$ cat config.mk
export PLATFORM = sky130hd
export DESIGN_NAME = c_directive_stripper_core
export DESIGN_NICKNAME = d
export VERILOG_FILES = /design/src/sv/cds_pkg.sv /design/src/sv/cds_decode.sv /design/src/sv/c_directive_stripper_core.sv
export SDC_FILE = /design/constraint.sdc
export NUM_CORES = 1
export LEC_CHECK = 0
export BUFFER_PORTS_ARGS = -buffer_cell sky130_fd_sc_hd__buf_2
export CAP_MARGIN = 20
export CORE_UTILIZATION = 35
export CTS_BUF_LIST = sky130_fd_sc_hd__clkbuf_4 sky130_fd_sc_hd__clkbuf_8
export DETAILED_ROUTE_END_ITERATION = 7
export GPL_TIMING_DRIVEN = 1
export PLACE_DENSITY_LB_ADDON = 0.2
export SLEW_MARGIN = 0
export SYNTH_ARGS = -nofsm -noshare
export SYNTH_HDL_FRONTEND = slang
export SYNTH_SLANG_ARGS = --single-unit
$ cat constraint.sdc
create_clock -name clock -period 3 [get_ports clock]
set_clock_uncertainty 0.15 [all_clocks]
set_input_delay 0.15 -clock clock [delete_from_list [all_inputs] [get_ports clock]]
set_output_delay 0.15 -clock clock [all_outputs]
set_load 0.02 [all_outputs]
$ cat src/sv/cds_pkg.sv
// Shared types and character codes for the C directive stripper.
package cds_pkg;

   localparam logic [7:0] CHAR_QUOTE   = 8'h22;
   localparam logic [7:0] CHAR_SLASH   = 8'h2F;
   localparam logic [7:0] CHAR_STAR    = 8'h2A;
   localparam logic [7:0] CHAR_HASH    = 8'h23;
   localparam logic [7:0] CHAR_NEWLINE = 8'h0A;

   typedef struct packed {
      logic [7:0] in_byte;
      logic       end_of_text;
   } req_type;

   typedef struct packed {
      logic [7:0] out_byte;
      logic       run_last;
   } rsp_type;

   typedef enum logic [6:0] {
      MODE_NORMAL     = 7'b0000001,
      MODE_STRING     = 7'b0000010,
      MODE_SLASH      = 7'b0000100,
      MODE_LINE       = 7'b0001000,
      MODE_BLOCK      = 7'b0010000,
      MODE_BLOCK_STAR = 7'b0100000,
      MODE_DIRECTIVE  = 7'b1000000
   } mode_type;

   // What one input byte produces: up to two kept bytes and the next mode.
   typedef struct packed {
      logic [1:0] count;
      logic [7:0] first_char;
      logic [7:0] second_char;
      mode_type   next_mode;
   } dec_type;

endpackage

$ cat src/sv/cds_decode.sv
// Scan-mode decoder: kept bytes and next mode for one input byte.
module cds_decode
   import cds_pkg::*;
(
   input  mode_type mode,
   input  req_type  item,
   output dec_type  dec
);

   logic [7:0] ch;
   logic       nrm_keep;
   mode_type   nrm_next;

   assign ch = item.in_byte;

   // Normal-text handling of the current byte.
   always_comb begin
      nrm_keep = 1'b0;
      nrm_next = MODE_NORMAL;
      if (ch == CHAR_QUOTE) begin
         nrm_keep = 1'b1;
         nrm_next = MODE_STRING;
      end else if (ch == CHAR_SLASH) begin
         nrm_next = MODE_SLASH;
      end else if (ch == CHAR_HASH) begin
         nrm_next = MODE_DIRECTIVE;
      end else begin
         nrm_keep = 1'b1;
      end
   end

   always_comb begin
      dec.count       = 2'd0;
      dec.first_char  = ch;
      dec.second_char = ch;
      dec.next_mode   = MODE_NORMAL;
      unique case (mode)
         MODE_STRING: begin
            dec.count     = 2'd1;
            dec.next_mode = (ch == CHAR_QUOTE) ? MODE_NORMAL : MODE_STRING;
         end
         MODE_SLASH: begin
            dec.first_char = CHAR_SLASH;
            if (ch == CHAR_SLASH) begin
               dec.count     = 2'd2;
               dec.next_mode = MODE_LINE;
            end else if (ch == CHAR_STAR) begin
               dec.count     = 2'd2;
               dec.next_mode = MODE_BLOCK;
            end else begin
               // Flush the held slash, then treat the byte as normal text.
               dec.count     = nrm_keep ? 2'd2 : 2'd1;
               dec.next_mode = nrm_next;
            end
         end
         MODE_LINE: begin
            dec.count     = 2'd1;
            dec.next_mode = (ch == CHAR_NEWLINE) ? MODE_NORMAL : MODE_LINE;
         end
         MODE_BLOCK: begin
            dec.count     = 2'd1;
            dec.next_mode = (ch == CHAR_STAR) ? MODE_BLOCK_STAR : MODE_BLOCK;
         end
         MODE_BLOCK_STAR: begin
            dec.count = 2'd1;
            if (ch == CHAR_SLASH) begin
               dec.next_mode = MODE_NORMAL;
            end else if (ch == CHAR_STAR) begin
               dec.next_mode = MODE_BLOCK_STAR;
            end else begin
               dec.next_mode = MODE_BLOCK;
            end
         end
         MODE_DIRECTIVE: begin
            dec.next_mode = (ch == CHAR_NEWLINE) ? MODE_NORMAL : MODE_DIRECTIVE;
         end
         default: begin
            dec.count     = nrm_keep ? 2'd1 : 2'd0;
            dec.next_mode = nrm_next;
         end
      endcase

      // End of text: flush a pending slash and return to normal text.
      if (item.end_of_text) begin
         if (dec.next_mode == MODE_SLASH) begin
            if (dec.count == 2'd0) begin
               dec.first_char = CHAR_SLASH;
               dec.count      = 2'd1;
            end else begin
               dec.second_char = CHAR_SLASH;
               dec.count       = 2'd2;
            end
         end
         dec.next_mode = MODE_NORMAL;
      end
   end

endmodule

$ cat src/sv/c_directive_stripper_core.sv
// Top level of the C directive stripper: input register, decoder, result pair buffer.
//
// Usage
//   req channel: one source byte per transaction (req_data.in_byte) with
//   req_data.end_of_text set on the last byte of a text. rsp channel: the
//   kept bytes in order; rsp_data.run_last marks the final kept byte caused
//   by an input byte. Bytes of a preprocessor directive ('#' up to and
//   including the newline, outside strings and comments) are dropped.
// Pipeline and throughput
//   An accepted byte is registered in the input register and decoded
//   there; once the result pair buffer is free its results are
//   registered into that buffer and offered from there. One input byte per
//   cycle is sustained while each byte yields at most one result and
//   rsp_stall stays low; a byte that yields two results (a flushed '/' plus
//   the byte) occupies the result port for both, so the input stalls while
//   the first of them is sent. The single result port sets this limit.
// Reset
//   Synchronous, active high: both stages empty, scan mode back to normal
//   text.
// Receiver stall
//   Results hold on rsp_data while rsp_stall is high. The input register
//   keeps accepting until it is full and cannot hand its byte on, and then
//   req_stall rises in the same cycle.
module c_directive_stripper_core
   import cds_pkg::*;
(
   input  logic    clock,
   input  logic    reset,
   input  logic    req_valid,
   output logic    req_stall,
   input  req_type req_data,
   output logic    rsp_valid,
   input  logic    rsp_stall,
   output rsp_type rsp_data
);

   // Input register
   logic     in_valid_ff, in_valid_in;
   req_type  in_item_ff;
   logic     req_take;

   // Scan mode
   mode_type mode_ff, mode_in;

   // Result pair buffer: pend_ff counts bytes still to send (0..2).
   logic [1:0] pend_ff, pend_in;
   logic [7:0] slot0_ff, slot1_ff;
   logic       rsp_take;
   logic       buf_free;
   logic       advance;

   dec_type    dec;

   cds_decode u_decode (
      .mode (mode_ff),
      .item (in_item_ff),
      .dec  (dec)
   );

   // Offer slot0 first when two bytes wait; the last byte always sits in slot1.
   assign rsp_valid         = (pend_ff != 2'd0);
   assign rsp_data.out_byte = (pend_ff == 2'd2) ? slot0_ff : slot1_ff;
   assign rsp_data.run_last = (pend_ff == 2'd1);
   assign rsp_take          = rsp_valid & ~rsp_stall;

   // Buffer can load this cycle if empty or its last byte is leaving now.
   assign buf_free  = (pend_ff == 2'd0) | ((pend_ff == 2'd1) & rsp_take);
   assign advance   = in_valid_ff & buf_free;
   assign req_stall = in_valid_ff & ~buf_free;
   assign req_take  = req_valid & ~req_stall;

   always_comb begin
      in_valid_in = req_take | (in_valid_ff & ~advance);
      mode_in     = advance ? dec.next_mode : mode_ff;
      pend_in     = pend_ff;
      if (advance) begin
         pend_in = dec.count;
      end else if (rsp_take) begin
         pend_in = pend_ff - 2'd1;
      end
   end

   always_ff @(posedge clock) begin
      if (reset) begin
         in_valid_ff <= 1'b0;
         mode_ff     <= MODE_NORMAL;
         pend_ff     <= 2'd0;
      end else begin
         in_valid_ff <= in_valid_in;
         mode_ff     <= mode_in;
         pend_ff     <= pend_in;
      end
   end

   // Payload registers: load on acceptance / advance, no reset needed.
   always_ff @(posedge clock) begin
      if (req_take) begin
         in_item_ff <= req_data;
      end
      if (advance) begin
         if (dec.count == 2'd2) begin
            slot0_ff <= dec.first_char;
            slot1_ff <= dec.second_char;
         end else begin
            slot1_ff <= dec.first_char;
         end
      end
   end

   // End of text always leaves the scanner in normal text.
   a_eot_normal: assert property (@(posedge clock) disable iff (reset)
      (advance && in_item_ff.end_of_text) |=> (mode_ff == MODE_NORMAL))
      else $error("scan mode not normal after end of text");

   // Sending the first of two bytes leaves exactly the second one.
   a_pair_second: assert property (@(posedge clock) disable iff (reset)
      (rsp_take && pend_ff == 2'd2) |=> (rsp_valid && pend_ff == 2'd1))
      else $error("second byte of a pair lost");

   // Input only stalls while the input register holds a byte.
   a_stall_full: assert property (@(posedge clock) disable iff (reset)
      req_stall |-> in_valid_ff)
      else $error("input stalled with an empty input register");

   // A byte stuck in the input register stays there.
   a_hold_item: assert property (@(posedge clock) disable iff (reset)
      (in_valid_ff && !advance) |=> (in_valid_ff && $stable(in_item_ff)))
      else $error("held input byte changed or vanished");

endmodule
==> results.ini, run 1 <==
[run_status]
status=complete, no violations

[global_route]
grt_use_met1=0.2003
antenna_found_initial=0
grt_first_pass_wirelength_mm=6.196
grt_overflow=0
grt_use_met3=0.04420
grt_util_all_layers=0.1575
use_met2=0.2551
grt_pass1_vias=1330
globalRoute.busiestLayer=met2
grt_max_degree=14

[sta]
min_period_over_period=0.7724
rsz0062_at_grt=no
max_freq_mhz=431.5
finalCriticalPeriod_ns=2.317
setup_tns_ns=0
finalHoldViolCount=0
slew_viol_final=0
worstMarginPinSlew_ns=0.7167
setup_viol_count_final=0
slew_headroom=0.5186

[floorplanning]
dieArea_sq_um=5362
initial_utilization=0.3686
fp.dieH_um=73.23
ios=24
die_w_um=73.23
coreArea_sq_um=4817
rows=25

[clocking]
cts_resized=0
cts_max_path_buffers=2
clk_pin_slew_ns=0.07
post_cts_buffers=0
clkLatencyLatePin_ns=0.29
root_buffer=clkbuf_8
htree_levels=2
cts_hold_buffers=10
cts_made_buffers=5
cts_tree=built
cts.sinks=35

[run]
maxCapViolations=0

[critical_path]
crit_fanout=9
startpoint_type=flop
crit_slowest_cell=nor3_1
worstSetupEndpointType=flop
critPathKind=flop to flop
required_ns=2.86
critical_path_buf_inv_count=1
crit_arrival_ns=2.17
critPathLaunch=mode_ff[4]
crit_top_cell=nor3_1
reg2reg_from=mode_ff[4]
cp_cell_sequence=nor3_1 > nand4b_1 > nor3_1 > buf_4
crit_path_max_incr_delay_ns=0.63
critical-path-top-delay-family=simple AND/OR/NAND/NOR gates

[yosys]
synth_nets=184
synth_enable_flop_cells=25
synth_top_area_frac=0.4228
syn_area_per_cell_sq_um=10.57
synth.distinct_cells=41
synth_top_area_cell=edfxtp_1
synth-main-ff-cell=edfxtp_1
synthTopCellsByArea=edfxtp_1, dfxtp_1, mux2_2
synth-seq-cells=35
syn_inst=168
yosysSeqAreaShare=0.5356
ys_warn_count=0
netlist_area_sq_um=1775
synthArstFlopShare=0

[hold_path]
min_path_type=primary input to flop
hold_start=reset

[routing]
vias_per_cell=5.045
drt-total-wl_mm=3.739
wire_per_inst_um=14.06
ant_nets=0
drt-pass1-iter-count=4
vias=1342
drtIter0Drc=85
post-route-drc-count=0

[power_and_ir_drop]
sequentialPowerShare=0.480
sw_frac_of_total=0.2607
powerDensity_nw_per_um2=551.2
power.switching_uw=310.3
irDropWorstVdd_mv=0.2992
p_leak_nw=0.8323
intPower_uw=880.0
p_total_mw=1.190
combPwrFrac=0.163
clkPwrFrac=0.357

[placement]
dp_hpwl_mm=2.728
port_buffers=23
dp_cells=248
globalplace.congestion=0.8775

[layout]
final_cells=266
n_antenna_cell=0
layout_common_cells=edfxtp_1, buf_2, nor2_1, dlygate4sd3_1, dfxtp_1
final_net_count=214
synthToLayoutAreaGrowth_pct=21.63
fillers=469
final_common_cell=edfxtp_1
drive_above_1_share=0.2412

registers in the layout, summed over array words and instances, names as in the netlist:
signal / cells
in_item_ff: 9
slot0_ff: 8
slot1_ff: 8
mode_ff: 7
pend_ff: 2
in_valid_ff: 1
layer usage:
| layer | share of wire | vias up |
|---|---|---|
| met2 | 0.47 | 37 |
| met1 | 0.47 | 631 |
| met3 | 0.041 | 10 |
| met5 | 0 | - |
| met4 | 0.015 | 0 |
| li1 | - | 664 |
Yosys cell counts (all sizes together), types with 5 or more instances:
cell type,count
a21oi,6
and2,5
clkbuf,12
dfxtp,10
edfxtp,25
inv,8
mux2,8
nand2,6
nand2b,6
nand3,7
nor2,16
nor3,7
o21ai,5
or3,6
power by group through the flow:
stage                     registers, mW  logic [mW]  clock network (mW)
after floorplan                   0.574       0.136                   0
after global placement            0.581       0.184                   0
after detailed placement          0.582       0.185                   0
after CTS                         0.571       0.196               0.435
after global routing              0.575       0.214               0.446
final                             0.571       0.194               0.425
metrics by stage:
| step | hold WS, ns | util | setup WS [ns] | area (sq um) |
|---|---|---|---|---|
| after CTS | 0.02241 | 0.4483 | 0.7002 | 2160 |
| final | 0.03233 | 0.4483 | 0.6827 | 2160 |
| after global placement | 0.1763 | 0.4042 | 0.7706 | 1947 |
| after floorplan | 0.09887 | - | 0.5851 | 1775 |
| after global routing | 0.04799 | 0.4483 | 0.5199 | 2160 |
| after detailed placement | 0.1781 | 0.4042 | 0.7300 | 1947 |
worst paths after layout:
path	to	slack, ns	depth (start not counted)
max	slot0_ff[0]	0.68	4
min	mode_ff[5]	0.03	2
max reg2reg	slot0_ff[0]	0.68	4
min reg2reg	slot1_ff[1]	0.34	0
logic make-up after synthesis:
group | Yosys count | synth area share
buffers and inverters | 21 | 0.04510
adder cells (fa/ha/maj) | 3 | 0.02114
XOR/XNOR | 4 | 0.01974
AND/OR/NAND/NOR | 69 | 0.2199
AO/OA/AOI/OAI | 27 | 0.1022
flip-flops | 35 | 0.5356
multiplexers | 9 | 0.05638
layout make-up:
type	count	area, sq um	area share
sequential	35	950.9	0.4403
clock buffer	5	68.82	0.03187
tap	67	83.83	0.03882
clock inverter	3	43.79	0.02028
timing repair buffer	36	237.7	0.1101
multi-input combinational	112	744.5	0.3447
inverter	8	30.03	0.01390
Power figures use the tool's default switching activity.
==> inputs of run 2 (changes only) <==
--- a/config.mk
+++ b/config.mk
@@ -5,6 +5,7 @@
 export SDC_FILE = /design/constraint.sdc
 export NUM_CORES = 1
 export LEC_CHECK = 0
+export ABC_AREA = 1
 export BUFFER_PORTS_ARGS = -buffer_cell sky130_fd_sc_hd__buf_2
 export CAP_MARGIN = 20
 export CORE_UTILIZATION = 35
==> constraint.sdc (replaced) <==
create_clock -name clock -period 2.4 [get_ports clock]
set_clock_uncertainty 0.15 [all_clocks]
set_input_delay 0.12 -clock clock [delete_from_list [all_inputs] [get_ports clock]]
set_output_delay 0.12 -clock clock [all_outputs]
set_load 0.02 [all_outputs]
==> run 2 against run 1 <==
Cell count is 19% higher. Combinational power rose to 2.6 times the previous value. Power is 51% higher. Core utilization down 0.54 points. Critical path type unchanged. Largest cell class unchanged. Highest routed layer unchanged.
==> results.ini, run 2 <==
[yosys]
synth.distinct_cells=28
netlist_area_sq_um=1892
synth_most_common_cell=nand2_1
synth_top_area_frac=0.3968
ys_warn_count=0
synthTopCellsByArea=edfxtp_1, dfxtp_1, nand2_1
synth_nets=228
synth_top_area_cell=edfxtp_1
syn_area_per_cell_sq_um=8.924
synthArstFlopShare=0
synth_enable_flop_cells=25
syn_inst=212
synth-seq-cells=35
yosysSeqAreaShare=0.5026
synth-main-ff-cell=edfxtp_1
synth_common_cells=nand2_1, nor2_1, edfxtp_1, inv_1, nand3_1

[critical_path]
worstSetupEndpointType=flop
required_ns=2.22
reg2reg_from=pend_ff[0]
rr_worst_depth=7
critPathKind=flop to flop
startpoint_type=flop
regToRegSetupSlack_ns=0.35
r2r-end=slot0_ff[5]
crit_fanout=12
crit_arrival_ns=1.87

[sta]
whs_ns=0.1508
slew_viol_final=0
setup_ws_ns=0.3517
min_period_over_period=0.8535
rsz0062_at_grt=no
setup_tns_ns=0
setup_viol_count_final=0
max_freq_mhz=488.2
finalCriticalPeriod_ns=2.048
finalHoldViolCount=0
worstMarginPinSlew_ns=0.4086
slew_headroom=0.7273

[routing]
vias_per_cell=4.383
vias=1385
drt-pass1-iter-count=4
ant_nets=0
drt-total-wl_mm=3.478
post-route-drc-count=0
drtIter0Drc=68
wire_per_inst_um=11.01

[clocking]
htree_levels=2
cts.sinks=35
cts_tree=built
clk_pin_slew_ns=0.08
cts_made_buffers=5
root_buffer=clkbuf_8
post_cts_buffers=0
cts_max_path_buffers=2
clkLatencyLatePin_ns=0.29
cts_resized=0

[floorplanning]
dieArea_sq_um=5703
coreArea_sq_um=5172
ios=24
die_w_um=75.52
fp.dieH_um=75.52
rows=26
initial_utilization=0.3657

[layout]
final_design_area_no_fill_sq_um=2291
utilization=0.4429
synthToLayoutAreaGrowth_pct=21.10
largest_register_ffs=9
final_common_cell=nand2_1
regMostFlops=in_item_ff
n_antenna_cell=0
final_net_count=261
final_cells=316
layout_common_cells=nand2_1, nor2_1, inv_1, edfxtp_1, buf_2
fillers=517
drive_above_1_share=0.2846
reg_top3=in_item_ff x9, slot0_ff x8, slot1_ff x8

[power_and_ir_drop]
p_total_mw=1.800
irDropWorstVdd_mv=0.2862
p_leak_nw=0.9399
powerDensity_nw_per_um2=785.5

[placement]
dp_cells=297
placed_area_sq_um=2064
dpl_worst_slack_ns=0.3297
globalplace.congestion=0.8132
dp_hpwl_mm=2.628
port_buffers=23

[global_route]
grt_pass1_vias=1246
grt_util_all_layers=0.1380
grt_max_degree=14
grt_overflow=0
grt_first_pass_wirelength_mm=5.575
antenna_found_initial=0

[run_status]
status=complete, no violations

[hold_path]
min_path_type=primary input to flop
hold_start=rsp_stall
hold_end=pend_ff[1]
holdPathStages=4

[run]
maxCapViolations=0

## run 2: changes by cell type after synthesis, moves of 6 or more
cell / delta
nor2_1: +11
nor3_1: -6
nand2b_1: -6
nand2_1: +41
inv_1: +17
nor2_2: +6
## run 2: worst max-delay path by stage
stage,startpoint,end,cells past startpoint
floorplan,pend_ff[0],slot0_ff[0],7
global placement,pend_ff[0],slot0_ff[6],7
detailed placement,pend_ff[0],slot0_ff[1],7
CTS,pend_ff[0],slot0_ff[4],7
global route,pend_ff[0],slot0_ff[4],7
finish,pend_ff[0],slot0_ff[5],7
## run 2: critical path: stages (launching register included)
cell	delay, ns
dfxtp_1	0.33
inv_1	0.08
ha_1	0.26
nor2_4	0.16
a21oi_2	0.09
nor2_4	0.30
nand2_1	0.09
inv_1	0.25
## run 2: kinds of logic after synthesis
group / synth area share
and+or+nand+nor: 0.2897
buffers and inverters: 0.07606
DFF: 0.5026
AOI/OAI and AO/OA: 0.05952
muxes: 0.04762
adders and majority gates: 0.01984
xor gates and xnor gates: 0.004630
## run 2: area by class of cell
class                           count  area, sq um  share of cell area
Multi-Input combinational cell    140        797.0              0.3479
Timing Repair Buffer               34        225.2             0.09831
Inverter                           29        113.9             0.04970
Clock buffer                        5        68.82             0.03004
Tap cell                           70        87.58             0.03823
Clock inverter                      3        47.55             0.02075
Sequential cell                    35        950.9              0.4151
## run 2: timing repair
action / CTS / global route
setup endpoints to repair: 0 / 0
hold buffers: 11 / 0
hold endpoints to repair: 14 / 0
## run 2: layer usage
metal	global-route usage	part of all wire	vias up
met5	0	0	-
met4	0.08025	0.020	0
met3	0.03968	0.038	6
met2	0.2024	0.42	27
met1	0.1815	0.52	610
li1	-	-	742
## run 2: report_power, final
group          switching [mW]  internal [mW]  total, mW
Sequential             0.0320          0.722      0.754
Clock                   0.228          0.315      0.542
Combinational           0.313          0.190      0.503
Total                   0.572           1.23       1.80
==> inputs of run 3 (changes only) <==
--- a/config.mk
+++ b/config.mk
@@ -12,8 +12,10 @@
 export CTS_BUF_LIST = sky130_fd_sc_hd__clkbuf_4 sky130_fd_sc_hd__clkbuf_8
 export DETAILED_ROUTE_END_ITERATION = 7
 export GPL_TIMING_DRIVEN = 1
+export HOLD_SLACK_MARGIN = 0.05
 export PLACE_DENSITY_LB_ADDON = 0.2
 export SLEW_MARGIN = 0
 export SYNTH_ARGS = -nofsm -noshare
 export SYNTH_HDL_FRONTEND = slang
+export SYNTH_HIERARCHICAL = 1
 export SYNTH_SLANG_ARGS = --single-unit
==> run 3 against run 2 <==
Maximum frequency is 8.7% lower. Wire length rose by 10%. Synthesized cell count rose by 11%. Area after synthesis grew 8.0%. Clock power fell by 23%. Register-to-register slack got worse by 0.19 ns. Sequential power decreased by 3.1%. Non-clock buffer count up 2. Largest cell class unchanged. Highest routed layer unchanged.
==> results.ini, run 3 <==
[routing]
vias=1541
post-route-drc-count=0
vias_per_cell=4.532
drt-pass1-iter-count=4
drt-total-wl_mm=3.843
ant_nets=0
drtIter0Drc=126
wire_per_inst_um=11.30

[run_status]
status=complete, no violations

[layout]
synthToLayoutAreaGrowth_pct=18.62
n_antenna_cell=0
reg_top3=in_item_ff x9, slot0_ff x8, slot1_ff x8
largest_register_ffs=9
final_cells=340
final_common_cell=nand2_1
fillers=549
final_net_count=283
drive_above_1_share=0.2873
layout_common_cells=nand2_1, nor2_1, edfxtp_1, inv_1, buf_2
regMostFlops=in_item_ff

[power_and_ir_drop]
p_leak_nw=1.003
irDropWorstVdd_mv=0.2649
powerDensity_nw_per_um2=603.2

[clocking]
clk_pin_slew_ns=0.07
root_buffer=clkbuf_8
cts_made_buffers=5
htree_levels=2
clkLatencyLatePin_ns=0.28
cts.sinks=35
cts_max_path_buffers=2
cts_tree=built

[sta]
slew_viol_final=0
max_freq_mhz=445.8
slew_headroom=0.6521
finalHoldViolCount=0
setup_viol_count_final=0
min_period_over_period=0.9346
worstMarginPinSlew_ns=0.5212
finalCriticalPeriod_ns=2.243
whs_ns=0.07366

[critical_path]
crit_fanout=9
worstSetupEndpointType=flop
reg2reg_from=mode_ff[3]
r2r-end=slot1_ff[5]
critPathLaunch=mode_ff[3]
regToRegSetupSlack_ns=0.16
required_ns=2.29
critPathKind=flop to flop
timing.critical_path.to=slot1_ff[5]
startpoint_type=flop
crit_arrival_ns=2.13
rr_worst_depth=9

[placement]
port_buffers=23
dp_hpwl_mm=2.876
dp_cells=320
globalplace.congestion=0.8925

[floorplanning]
dieArea_sq_um=6147
die_w_um=78.41
initial_utilization=0.3666
rows=27
ios=24
fp.dieH_um=78.41
coreArea_sq_um=5574

[global_route]
grt_max_degree=15
antenna_found_initial=0
grt_util_all_layers=0.1417
grt_overflow=0
grt_first_pass_wirelength_mm=6.630
grt_pass1_vias=1368

[yosys]
syn_area_per_cell_sq_um=8.695
synth_most_common_cell=nand2_1
synth_top_area_cell=edfxtp_1
synth_common_cells=nand2_1, nor2_1, edfxtp_1
synth-seq-cells=35
synthArstFlopShare=0
syn_inst=235
netlist_area_sq_um=2043
ys_warn_count=6
synth-main-ff-cell=edfxtp_1
synth_top_area_frac=0.3674
synth_nets=251
yosysSeqAreaShare=0.4654
synth.distinct_cells=29
synth_enable_flop_cells=25
synthTopCellsByArea=edfxtp_1, dfxtp_1, mux2_2

[run]
maxCapViolations=0

[hold_path]
hold_start=rsp_stall
min_path_type=primary input to flop

[run 3: cell types whose count changed after synthesis, moves of 3 or more]
| cell | previous run | this run |
|---|---|---|
| nor2_1 | 27 | 38 |
| mux2_2 | 8 | 16 |
| nand3b_1 | 0 | 6 |
| nor2_2 | 6 | 12 |
| a21oi_1 | 8 | 5 |
| nor2_4 | 5 | 2 |
| nor3_1 | 1 | 4 |
[run 3: timing repair]
item / 4_1_cts / 5_1_grt
endpoints found under the setup margin: 0 / 10
gates resized for setup: 0 / 3
endpoints found under the hold margin: 11 / 0
hold buffers: 11 / 0
setup buffers: 0 / 1
[run 3: worst min path at each step]
stage	end	slack [ns]	cells after the start
after floorplan	pend_ff[1]	0.03	1
final	pend_ff[1]	0.07	6
after CTS	pend_ff[1]	0.07	6
after global placement	in_item_ff[0]	0.15	1
after detailed placement	in_item_ff[0]	0.15	1
after global routing	pend_ff[1]	0.13	6
[run 3: cells by family after synthesis]
| logic type | synth area share |
|---|---|
| AO/OA/AOI/OAI | 0.02633 |
| adder cells (fa/ha/maj) | 0.01837 |
| buffers and inverters | 0.08267 |
| flip-flops | 0.4654 |
| multiplexers | 0.08818 |
| AND/OR/NAND/NOR | 0.3190 |
[run 3: routing by layer]
metal / share of wire / vias to the layer above / global-route usage
li1: - / 816 / -
met1: 0.50 / 684 / 0.1997
met2: 0.44 / 36 / 0.2035
met3: 0.043 / 5 / 0.03605
met4: 0.016 / 0 / 0.06111
met5: 0 / - / 0
[run 3: stage by stage]
stage          setup TNS (ns)  setup slack (ns)    util  area, sq um  power, mW
3_5_place_dp                0            0.1507  0.3951         2202      1.047
4_1_cts                     0            0.1248  0.4308         2401      1.485
3_3_place_gp                0            0.1952  0.3951         2202      1.047
5_1_grt               -0.1742          -0.02223  0.4348         2424      1.560
6_report                    0            0.1570  0.4348         2424      1.462
2_1_floorplan               0            0.1319       -         2043     0.9768
[run 3: layout make-up]
cell class | instances | area [sq um] | area share
multi-input cells | 161 | 938.4 | 0.3872
well taps | 72 | 90.09 | 0.03717
flip-flops and latches | 35 | 950.9 | 0.3924
clock buffers | 5 | 68.82 | 0.02839
clock inverters | 3 | 20.02 | 0.008260
inverters | 28 | 115.1 | 0.04750
repair buffers | 36 | 240.2 | 0.09912
[run 3: critical path, cell delays in order (launching register included)]
cell and delay, ns:
dfxtp_1 0.34, nor2_1 0.17, nand2_1 0.15, a21oi_1 0.22, nor2_1 0.12, and2_1 0.16, nand3_1 0.09, inv_1 0.06
nand2_2 0.17, mux2_2 0.37
[run 3: where the power goes]
group | total [mW] | internal (mW) | switching (mW) | leakage [nW]
clock | 0.416 | 0.202 | 0.214 | 0.0418
sequential | 0.731 | 0.694 | 0.0376 | 0.316
combinational | 0.314 | 0.125 | 0.189 | 0.645
total | 1.46 | 1.02 | 0.441 | 1.00
